`src/hw/rtl/jacd_pkg.sv`:
```
package jacd_pkg;

	localparam int RAW_W   = 12;
	localparam int VAL_W   = 13;
	localparam int OUT_W   = 10;
	localparam int MODE_W  = 3;
	localparam int ADDR_W  = 5;
	localparam int DATA_W  = 32;
	// Signed width that holds a center plus or minus the deadzone half width.
	localparam int BND_W   = VAL_W + 2;
	// Signed width of a difference of two axis values.
	localparam int DIFF_W  = VAL_W + 1;
	// Magnitude of (value - cal_min) * 1023.
	localparam int NUM_W   = VAL_W + OUT_W;

	localparam int DEADZONE_HALF_DEF = 300;

	localparam int MODE_REV_X  = 0;
	localparam int MODE_REV_Y  = 1;
	localparam int MODE_SINGLE = 2;

	localparam logic [VAL_W-1:0] REVERSE_BASE = 13'd4096;
	localparam logic [VAL_W-1:0] SINGLE_Y     = 13'd2096;
	localparam logic [VAL_W-1:0] LOW_RST      = 13'd4096;
	localparam logic [VAL_W-1:0] HIGH_RST     = 13'd0;
	localparam logic [VAL_W-1:0] CENTER_RST   = 13'd2048;
	localparam logic [VAL_W-1:0] CAL_MIN_RST  = 13'd0;
	localparam logic [VAL_W-1:0] CAL_MAX_RST  = 13'd4095;

	localparam logic [OUT_W-1:0] CENTER_OUT = 10'd512;
	localparam logic [OUT_W-1:0] OUT_MAX    = 10'd1023;

	typedef enum logic [2:0] {
		REG_MODE      = 3'd0,
		REG_CENTER_X  = 3'd1,
		REG_CENTER_Y  = 3'd2,
		REG_CAL_MIN_X = 3'd3,
		REG_CAL_MAX_X = 3'd4,
		REG_CAL_MIN_Y = 3'd5,
		REG_CAL_MAX_Y = 3'd6
	} reg_idx_t;

	typedef struct packed {
		logic [RAW_W-1:0] raw_x;
		logic [RAW_W-1:0] raw_y;
	} sample_t;

	typedef struct packed {
		logic [OUT_W-1:0] out_x;
		logic [OUT_W-1:0] out_y;
		logic [VAL_W-1:0] seen_min_x;
		logic [VAL_W-1:0] seen_max_x;
		logic [VAL_W-1:0] seen_min_y;
		logic [VAL_W-1:0] seen_max_y;
	} result_t;

endpackage

```
`src/hw/rtl/jacd_div.sv`:
```
module jacd_div (
	input  logic                          clk,
	input  logic                          arst_n,
	input  logic                          start,
	input  logic [jacd_pkg::NUM_W-1:0]    num,
	input  logic [jacd_pkg::VAL_W-1:0]    den,
	output logic                          done,
	output logic [jacd_pkg::OUT_W-1:0]    quo
);

	localparam int CNT_W = $clog2(jacd_pkg::OUT_W + 1);

	logic                         busy_q;
	logic                         done_q;
	logic [CNT_W-1:0]             cnt_q;
	logic [jacd_pkg::NUM_W-1:0]   rem_q;
	logic [jacd_pkg::NUM_W-1:0]   dsh_q;
	logic [jacd_pkg::OUT_W-1:0]   quo_q;
	logic                         ge;

	// The caller guarantees num < den * 2**OUT_W, so OUT_W quotient bits suffice.
	assign ge = (rem_q >= dsh_q);

	always_ff @(posedge clk or negedge arst_n) begin
		if (!arst_n) begin
			busy_q <= 1'b0;
			done_q <= 1'b0;
			cnt_q  <= '0;
		end else if (start) begin
			busy_q <= 1'b1;
			done_q <= 1'b0;
			cnt_q  <= CNT_W'(jacd_pkg::OUT_W);
		end else if (busy_q) begin
			cnt_q <= cnt_q - CNT_W'(1);
			if (cnt_q == CNT_W'(1)) begin
				busy_q <= 1'b0;
				done_q <= 1'b1;
			end
		end else begin
			done_q <= 1'b0;
		end
	end

	always_ff @(posedge clk) begin
		if (start) begin
			rem_q <= num;
			dsh_q <= jacd_pkg::NUM_W'({den, {(jacd_pkg::OUT_W-1){1'b0}}});
		end else if (busy_q) begin
			if (ge) begin
				rem_q <= rem_q - dsh_q;
			end
			quo_q <= {quo_q[jacd_pkg::OUT_W-2:0], ge};
			dsh_q <= dsh_q >> 1;
		end
	end

	assign done = done_q;
	assign quo  = quo_q;

endmodule

```
`src/hw/rtl/joystick_axis_calibrate_deadzone_unit.sv`:
```
// Channel   Direction  Handshake                      Payload
// sample    in         sample_valid / sample_stall    jacd_pkg::sample_t (raw_x, raw_y)
// result    out        result_valid / result_stall    jacd_pkg::result_t
// config    in         APB psel/penable/pwrite/pready  paddr[4:2] selects the register
//
// The two axes go one after the other through one bit-serial restoring divider.
// An axis ends in S_START when the deadzone, an empty range, a negative quotient or
// saturation settles it, and in S_DIV when the divider runs its 10 quotient bits.
// A result waits in S_OUT until the output register is free; the next request
// is taken the cycle after the result enters the output register.
// Reset loads the default configuration and the running extremes; a stalled result holds.
module joystick_axis_calibrate_deadzone_unit #(
	parameter int DEADZONE_HALF = jacd_pkg::DEADZONE_HALF_DEF
) (
	input  logic                          clk,
	input  logic                          arst_n,
	input  logic                          psel,
	input  logic                          penable,
	input  logic                          pwrite,
	input  logic [jacd_pkg::ADDR_W-1:0]   paddr,
	input  logic [jacd_pkg::DATA_W-1:0]   pwdata,
	output logic [jacd_pkg::DATA_W-1:0]   prdata,
	output logic                          pready,
	input  logic                          sample_valid,
	output logic                          sample_stall,
	input  jacd_pkg::sample_t             sample,
	output logic                          result_valid,
	input  logic                          result_stall,
	output jacd_pkg::result_t             result
);

	localparam int VW = jacd_pkg::VAL_W;
	localparam int OW = jacd_pkg::OUT_W;
	localparam int BW = jacd_pkg::BND_W;
	localparam int DW = jacd_pkg::DIFF_W;
	localparam int NW = jacd_pkg::NUM_W;
	localparam logic signed [BW-1:0] DZ = BW'(DEADZONE_HALF);

	typedef enum logic [5:0] {
		S_IDLE  = 6'b000001,
		S_PREP  = 6'b000010,
		S_MAG   = 6'b000100,
		S_START = 6'b001000,
		S_DIV   = 6'b010000,
		S_OUT   = 6'b100000
	} state_t;

	state_t state_q;

	logic [jacd_pkg::MODE_W-1:0] mode_q;
	logic [VW-1:0] center_x_q, center_y_q;
	logic [VW-1:0] cal_min_x_q, cal_max_x_q, cal_min_y_q, cal_max_y_q;
	logic [VW-1:0] low_x_q, high_x_q, low_y_q, high_y_q;
	logic [VW-1:0] vx_q, vy_q;
	logic          sel_q;
	logic          dz_q, eq_q, neg_q;
	logic signed [DW-1:0] diff_q, den_q;
	logic [NW-1:0] numabs_q;
	logic [VW-1:0] denabs_q;
	logic [OW-1:0] ox_q, oy_q;
	logic          result_valid_q;
	jacd_pkg::result_t result_q;

	logic          cfg_wr;
	logic          accept;
	logic          out_load;
	logic [VW-1:0] vx, vy;
	logic [VW-1:0] cur_v, cur_c, cur_lo, cur_hi;
	logic signed [BW-1:0] v_s, c_s;
	logic [DW-1:0] diff_abs, den_abs;
	logic          ovf;
	logic          div_start, div_done;
	logic [OW-1:0] div_quo;
	logic          axis_done;
	logic [OW-1:0] axis_res;

	// Configuration port.
	assign pready = 1'b1;
	assign cfg_wr = psel && penable && pwrite;

	always_ff @(posedge clk or negedge arst_n) begin
		if (!arst_n) begin
			mode_q      <= '0;
			center_x_q  <= jacd_pkg::CENTER_RST;
			center_y_q  <= jacd_pkg::CENTER_RST;
			cal_min_x_q <= jacd_pkg::CAL_MIN_RST;
			cal_max_x_q <= jacd_pkg::CAL_MAX_RST;
			cal_min_y_q <= jacd_pkg::CAL_MIN_RST;
			cal_max_y_q <= jacd_pkg::CAL_MAX_RST;
		end else if (cfg_wr) begin
			case (jacd_pkg::reg_idx_t'(paddr[4:2]))
				jacd_pkg::REG_MODE:      mode_q      <= pwdata[jacd_pkg::MODE_W-1:0];
				jacd_pkg::REG_CENTER_X:  center_x_q  <= pwdata[VW-1:0];
				jacd_pkg::REG_CENTER_Y:  center_y_q  <= pwdata[VW-1:0];
				jacd_pkg::REG_CAL_MIN_X: cal_min_x_q <= pwdata[VW-1:0];
				jacd_pkg::REG_CAL_MAX_X: cal_max_x_q <= pwdata[VW-1:0];
				jacd_pkg::REG_CAL_MIN_Y: cal_min_y_q <= pwdata[VW-1:0];
				jacd_pkg::REG_CAL_MAX_Y: cal_max_y_q <= pwdata[VW-1:0];
				default: ;
			endcase
		end
	end

	always_comb begin
		case (jacd_pkg::reg_idx_t'(paddr[4:2]))
			jacd_pkg::REG_MODE:      prdata = jacd_pkg::DATA_W'(mode_q);
			jacd_pkg::REG_CENTER_X:  prdata = jacd_pkg::DATA_W'(center_x_q);
			jacd_pkg::REG_CENTER_Y:  prdata = jacd_pkg::DATA_W'(center_y_q);
			jacd_pkg::REG_CAL_MIN_X: prdata = jacd_pkg::DATA_W'(cal_min_x_q);
			jacd_pkg::REG_CAL_MAX_X: prdata = jacd_pkg::DATA_W'(cal_max_x_q);
			jacd_pkg::REG_CAL_MIN_Y: prdata = jacd_pkg::DATA_W'(cal_min_y_q);
			jacd_pkg::REG_CAL_MAX_Y: prdata = jacd_pkg::DATA_W'(cal_max_y_q);
			default:                 prdata = '0;
		endcase
	end

	// Axis values after reversal and single-axis forcing.
	assign vx = mode_q[jacd_pkg::MODE_REV_X] ?
		jacd_pkg::REVERSE_BASE - VW'(sample.raw_x) : VW'(sample.raw_x);
	assign vy = mode_q[jacd_pkg::MODE_SINGLE] ? jacd_pkg::SINGLE_Y :
		mode_q[jacd_pkg::MODE_REV_Y] ?
		jacd_pkg::REVERSE_BASE - VW'(sample.raw_y) : VW'(sample.raw_y);

	assign accept       = sample_valid && (state_q == S_IDLE);
	assign sample_stall = (state_q != S_IDLE);

	// The axis being worked on.
	assign cur_v  = sel_q ? vy_q        : vx_q;
	assign cur_c  = sel_q ? center_y_q  : center_x_q;
	assign cur_lo = sel_q ? cal_min_y_q : cal_min_x_q;
	assign cur_hi = sel_q ? cal_max_y_q : cal_max_x_q;
	assign v_s    = BW'(cur_v);
	assign c_s    = BW'(cur_c);

	assign diff_abs = diff_q[DW-1] ? DW'(-diff_q) : DW'(diff_q);
	assign den_abs  = den_q[DW-1]  ? DW'(-den_q)  : DW'(den_q);
	assign ovf      = (numabs_q >= NW'({denabs_q, {OW{1'b0}}}));

	assign div_start = (state_q == S_START) && !dz_q && !eq_q && !neg_q && !ovf;

	jacd_div u_div (
		.clk    (clk),
		.arst_n (arst_n),
		.start  (div_start),
		.num    (numabs_q),
		.den    (denabs_q),
		.done   (div_done),
		.quo    (div_quo)
	);

	// A negative quotient clamps to zero; a zero numerator gives zero either way.
	always_comb begin
		axis_done = 1'b0;
		axis_res  = '0;
		if (state_q == S_START) begin
			if (dz_q) begin
				axis_done = 1'b1;
				axis_res  = jacd_pkg::CENTER_OUT;
			end else if (eq_q || neg_q) begin
				axis_done = 1'b1;
			end else if (ovf) begin
				axis_done = 1'b1;
				axis_res  = jacd_pkg::OUT_MAX;
			end
		end else if (state_q == S_DIV && div_done) begin
			axis_done = 1'b1;
			axis_res  = div_quo;
		end
	end

	assign out_load = (state_q == S_OUT) && (!result_valid_q || !result_stall);

	always_ff @(posedge clk or negedge arst_n) begin
		if (!arst_n) begin
			state_q        <= S_IDLE;
			sel_q          <= 1'b0;
			result_valid_q <= 1'b0;
			low_x_q        <= jacd_pkg::LOW_RST;
			high_x_q       <= jacd_pkg::HIGH_RST;
			low_y_q        <= jacd_pkg::LOW_RST;
			high_y_q       <= jacd_pkg::HIGH_RST;
		end else begin
			if (out_load) begin
				result_valid_q <= 1'b1;
			end else if (result_valid_q && !result_stall) begin
				result_valid_q <= 1'b0;
			end
			case (state_q)
				S_IDLE: begin
					if (accept) begin
						if (vx < low_x_q)  low_x_q  <= vx;
						if (vx > high_x_q) high_x_q <= vx;
						if (vy < low_y_q)  low_y_q  <= vy;
						if (vy > high_y_q) high_y_q <= vy;
						sel_q   <= 1'b0;
						state_q <= S_PREP;
					end
				end
				S_PREP:  state_q <= S_MAG;
				S_MAG:   state_q <= S_START;
				S_START, S_DIV: begin
					if (axis_done) begin
						if (!sel_q) begin
							sel_q   <= 1'b1;
							state_q <= S_PREP;
						end else begin
							state_q <= S_OUT;
						end
					end else begin
						state_q <= S_DIV;
					end
				end
				S_OUT: begin
					if (out_load) begin
						state_q <= S_IDLE;
					end
				end
				default: state_q <= S_IDLE;
			endcase
		end
	end

	always_ff @(posedge clk) begin
		if (accept) begin
			vx_q <= vx;
			vy_q <= vy;
		end
		if (state_q == S_PREP) begin
			dz_q   <= (v_s > c_s - DZ) && (v_s < c_s + DZ);
			eq_q   <= (cur_lo == cur_hi);
			diff_q <= DW'(cur_v) - DW'(cur_lo);
			den_q  <= DW'(cur_hi) - DW'(cur_lo);
		end
		if (state_q == S_MAG) begin
			// Multiply by 1023 as a shift and one subtract.
			numabs_q <= NW'({diff_abs[VW-1:0], {OW{1'b0}}}) - NW'(diff_abs[VW-1:0]);
			denabs_q <= den_abs[VW-1:0];
			neg_q    <= diff_q[DW-1] ^ den_q[DW-1];
		end
		if (axis_done && !sel_q) begin
			ox_q <= axis_res;
		end
		if (axis_done && sel_q) begin
			oy_q <= axis_res;
		end
		if (out_load) begin
			result_q.out_x      <= ox_q;
			result_q.out_y      <= oy_q;
			result_q.seen_min_x <= low_x_q;
			result_q.seen_max_x <= high_x_q;
			result_q.seen_min_y <= low_y_q;
			result_q.seen_max_y <= high_y_q;
		end
	end

	assign result_valid = result_valid_q;
	assign result       = result_q;

endmodule

```
`config.mk`:
```
export PLATFORM = sky130hd
export DESIGN_NAME = joystick_axis_calibrate_deadzone_unit
export DESIGN_NICKNAME = d
export VERILOG_FILES = /design/src/hw/rtl/jacd_pkg.sv /design/src/hw/rtl/jacd_div.sv /design/src/hw/rtl/joystick_axis_calibrate_deadzone_unit.sv
export SDC_FILE = /design/constraint.sdc
export NUM_CORES = 1
export LEC_CHECK = 0
export CAP_MARGIN = 25
export CORE_UTILIZATION = 30
export CTS_CLUSTER_DIAMETER = 150
export DETAILED_ROUTE_END_ITERATION = 8
export DONT_BUFFER_PORTS = 1
export PLACE_DENSITY = 0.4
export SYNTH_ARGS = -nofsm -noshare
export SYNTH_HDL_FRONTEND = slang
export SYNTH_HIERARCHICAL = 1
export SYNTH_SLANG_ARGS = --single-unit
export TNS_END_PERCENT = 10
```
`constraint.sdc`:
```
create_clock -name clk -period 10.75 [get_ports clk]
set_clock_uncertainty 0.2 [all_clocks]
set_input_delay 1.6125 -clock clk [delete_from_list [all_inputs] [get_ports clk]]
set_output_delay 1.6125 -clock clk [all_outputs]
set_load 0.005 [all_outputs]
```
==> impl_metrics.env <==
export IMPL_outcome="completed"
export IMPL_dieWidth_um=270.4
export IMPL_placedCellCount=2792
export IMPL_io_pins=175
export IMPL_worstSetupEndpointType="output pin"
export IMPL_die_area_sq_um=73110
export IMPL_gp_congestion=0.8336
export IMPL_ctsResizeCount=0
export IMPL_relSlewSlack=0.2605
export IMPL_synth_seq_area_share=0.5013
export IMPL_timing_final_ws_setup_ps=5970
export IMPL_cts_sinks=387
export IMPL_fin_area_sq_um=24250
export IMPL_clkPwrFrac=0.304
export IMPL_synthTopCellsByCount="edfxtp_1 (231), mux2_2 (149), ha_1 (146)"
export IMPL_ys_dominant_reg_cell="edfxtp_1"
export IMPL_synth_seq_cells=387
export IMPL_finalSetupTns_ps=0
export IMPL_finalCritPeriodShare=0.4447
export IMPL_seqPwrFrac=0.400
export IMPL_path_class="in2out"
export IMPL_p_comb_frac=0.295
export IMPL_dr_pass1_iters=6
export IMPL_grt_pass1_wl_um=87130
export IMPL_finalSetupViolCount=0
export IMPL_synthCells=1882
export IMPL_via_count=14090
export IMPL_initial_core_util=0.3028
export IMPL_worst_pin_slew_ps=1106
export IMPL_sw_frac_of_total=0.3218
export IMPL_p_leak_nw=9.604
export IMPL_port_buffers=0
export IMPL_drtIter0Drc=597
export IMPL_drtAntennaViolNets=0
export IMPL_rsz0062_at_grt="false"
export IMPL_clock_latency_ps=590
export IMPL_area_growth_pct=12.22
export IMPL_cts_hold_buf=0
export IMPL_slew_violations=0
export IMPL_cts_max_path_buffers=3
export IMPL_period_needed_ps=4780
export IMPL_final_util=0.3398
export IMPL_internal_power_mw=3.576
export IMPL_cellPowerDensity_nw_per_um2=217.5
export IMPL_post_cts_buffers=0
export IMPL_cts_tree="built"
export IMPL_yosys_area_top_type="edfxtp_1"
export IMPL_grt_max_degree=148
export IMPL_route_detailed_drc=0
export IMPL_post_synth_top_count_cell="edfxtp_1"
export IMPL_post_dp_cell_area_sq_um=22660
export IMPL_final_cells=2882
export IMPL_critPathTopFamily="simple AND/OR/NAND/NOR gates"
export IMPL_ys_types=89
export IMPL_cts_htree_levels=2
export IMPL_dp_hpwl_um=40540
export IMPL_core_sq_um=71360
export IMPL_slowest_stage="nor2b_1"
export IMPL_crit_fanout=28
export IMPL_path_cells="nor2b_1 > and2_1 > a221o_1"
export IMPL_ys_warnings_count=6
export IMPL_netlist_area_leader_share=0.3210
export IMPL_async_flop_share=0.3798
export IMPL_hold_path_class="reg2reg"
export IMPL_clk_pin_slew_ps=60
export IMPL_ir_drop_mv=0.1094
export IMPL_place_ws_ps=5423
export IMPL_cpPeakStageDelay_ps=660
export IMPL_synth_cell_area_sq_um=21610
export IMPL_routedWlPerCell_um=19.40
export IMPL_switchingPower_mw=1.697
export IMPL_drive_above_1_share=0.1573
export IMPL_nNetsFinal=2110
export IMPL_antenna_cells=0
export IMPL_synth_edff_count=231
export IMPL_first_global_vias=14550
export IMPL_routed_wl_um=55920
export IMPL_antenna_found_initial=0
export IMPL_grt_ovfl_total=0
export IMPL_fp_row_count=98
export IMPL_cts_buffers=48
export IMPL_required_ps=8940
export IMPL_cts_root_buf="clkbuf_16"
export IMPL_start_kind="primary input"
export IMPL_die_y_um=270.4
export IMPL_path_buf_inv=0
export IMPL_finalHoldViolations=0
export IMPL_critPathArrivalTime_ps=2970
export IMPL_cap_violations=0
export IMPL_max_freq_mhz=209.2
export IMPL_synth_top_cells_by_area="edfxtp_1 (32%), dfrtp_1 (14%), ha_1 (8.5%), mux2_2 (7.8%), dfstp_2 (3.5%)"
export IMPL_syn_avg_cell_area_sq_um=11.48
export IMPL_via_per_inst=4.888
export IMPL_grtUsageTotal=0.1536
[cells in the final DEF, fill, tap and decap left out, drive strengths merged, types with 25 or more instances in the layout]
| master | netlist | layout |
|---|---|---|
| a21o | 33 | 33 |
| o21ai | 90 | 90 |
| nor2b | 25 | 25 |
| nand2 | 119 | 119 |
| ha | 146 | 146 |
| nor2 | 103 | 103 |
| clkbuf | 40 | 66 |
| mux2 | 164 | 164 |
| dfrtp | 118 | 118 |
| nor3 | 34 | 34 |
| edfxtp | 231 | 231 |
| dfstp | 29 | 29 |
| xnor2 | 71 | 71 |
| mux2i | 54 | 54 |
| xor2 | 42 | 42 |
| inv | 135 | 136 |
| a21oi | 90 | 90 |
[path summary, 6_finish.rpt]
path	startpoint	to	slack, ps	cells after the start
worst max-delay path	paddr[3]	prdata[12]	5970	3
worst min-delay path	ox_q[8]	result[70]	220	0
worst max register to register	sel_q	dz_q	6210	15
worst min register to register	ox_q[8]	result[70]	220	0
max in group asynchronous	arst_n	state_q[0]	9470	0
min in group asynchronous	arst_n	cal_min_y_q[11]	520	0
[state kept, by name, summed over array words and instances (netlist names), 14 cells and up]
signal,cells
numabs_q,23
diff_q,14
result,72
den_q,14
u_div/dsh_q,22
u_div/rem_q,23
[metrics by stage]
stage	hold WS, ps	total power, mW
after floorplan	200.3	3.276
after global placement	214.6	3.697
after detailed placement	204.5	3.721
after CTS	220.2	5.370
after global routing	220.5	5.657
final	217.1	5.273
[layer usage]
| metal | global-route usage | vias to the layer above | share of wire |
|---|---|---|---|
| met5 | 0 | - | 0 |
| li1 | - | 6901 | - |
| met4 | 0.05040 | 0 | 0.028 |
| met3 | 0.03192 | 89 | 0.041 |
| met1 | 0.1997 | 6891 | 0.46 |
| met2 | 0.2533 | 207 | 0.47 |
[logic make-up (layout without fill, tap and decap cells)]
family,Yosys count,count (layout),synth area share
buf+inv,215,247,0.04250
simple gates,431,431,0.1005
flops,387,387,0.5013
other cells,2,20,0.0003476
mux,218,218,0.1105
fa+ha+maj,149,149,0.08732
xor+xnor,113,113,0.04615
compound gates,367,367,0.1115
[power groups by stage]
stage | Sequential [mW] | Clock (mW) | Combinational, mW
finish | 2.11 | 1.60 | 1.56
global route | 2.15 | 1.72 | 1.78
CTS | 2.12 | 1.66 | 1.59
detailed placement | 2.14 | 0 | 1.58
global placement | 2.14 | 0 | 1.56
floorplan | 2.05 | 0 | 1.23
[layout make-up]
class | instances | area, sq um
Fill cell | 7140 | 47120
Sequential cell | 387 | 10830
Multi-Input combinational cell | 1298 | 9975
Clock buffer | 66 | 1341
Tap cell | 950 | 1189
Inverter | 136 | 510.5
Clock inverter | 23 | 227.7
Timing Repair Buffer | 22 | 172.7
(Power assumes the default switching activity.)
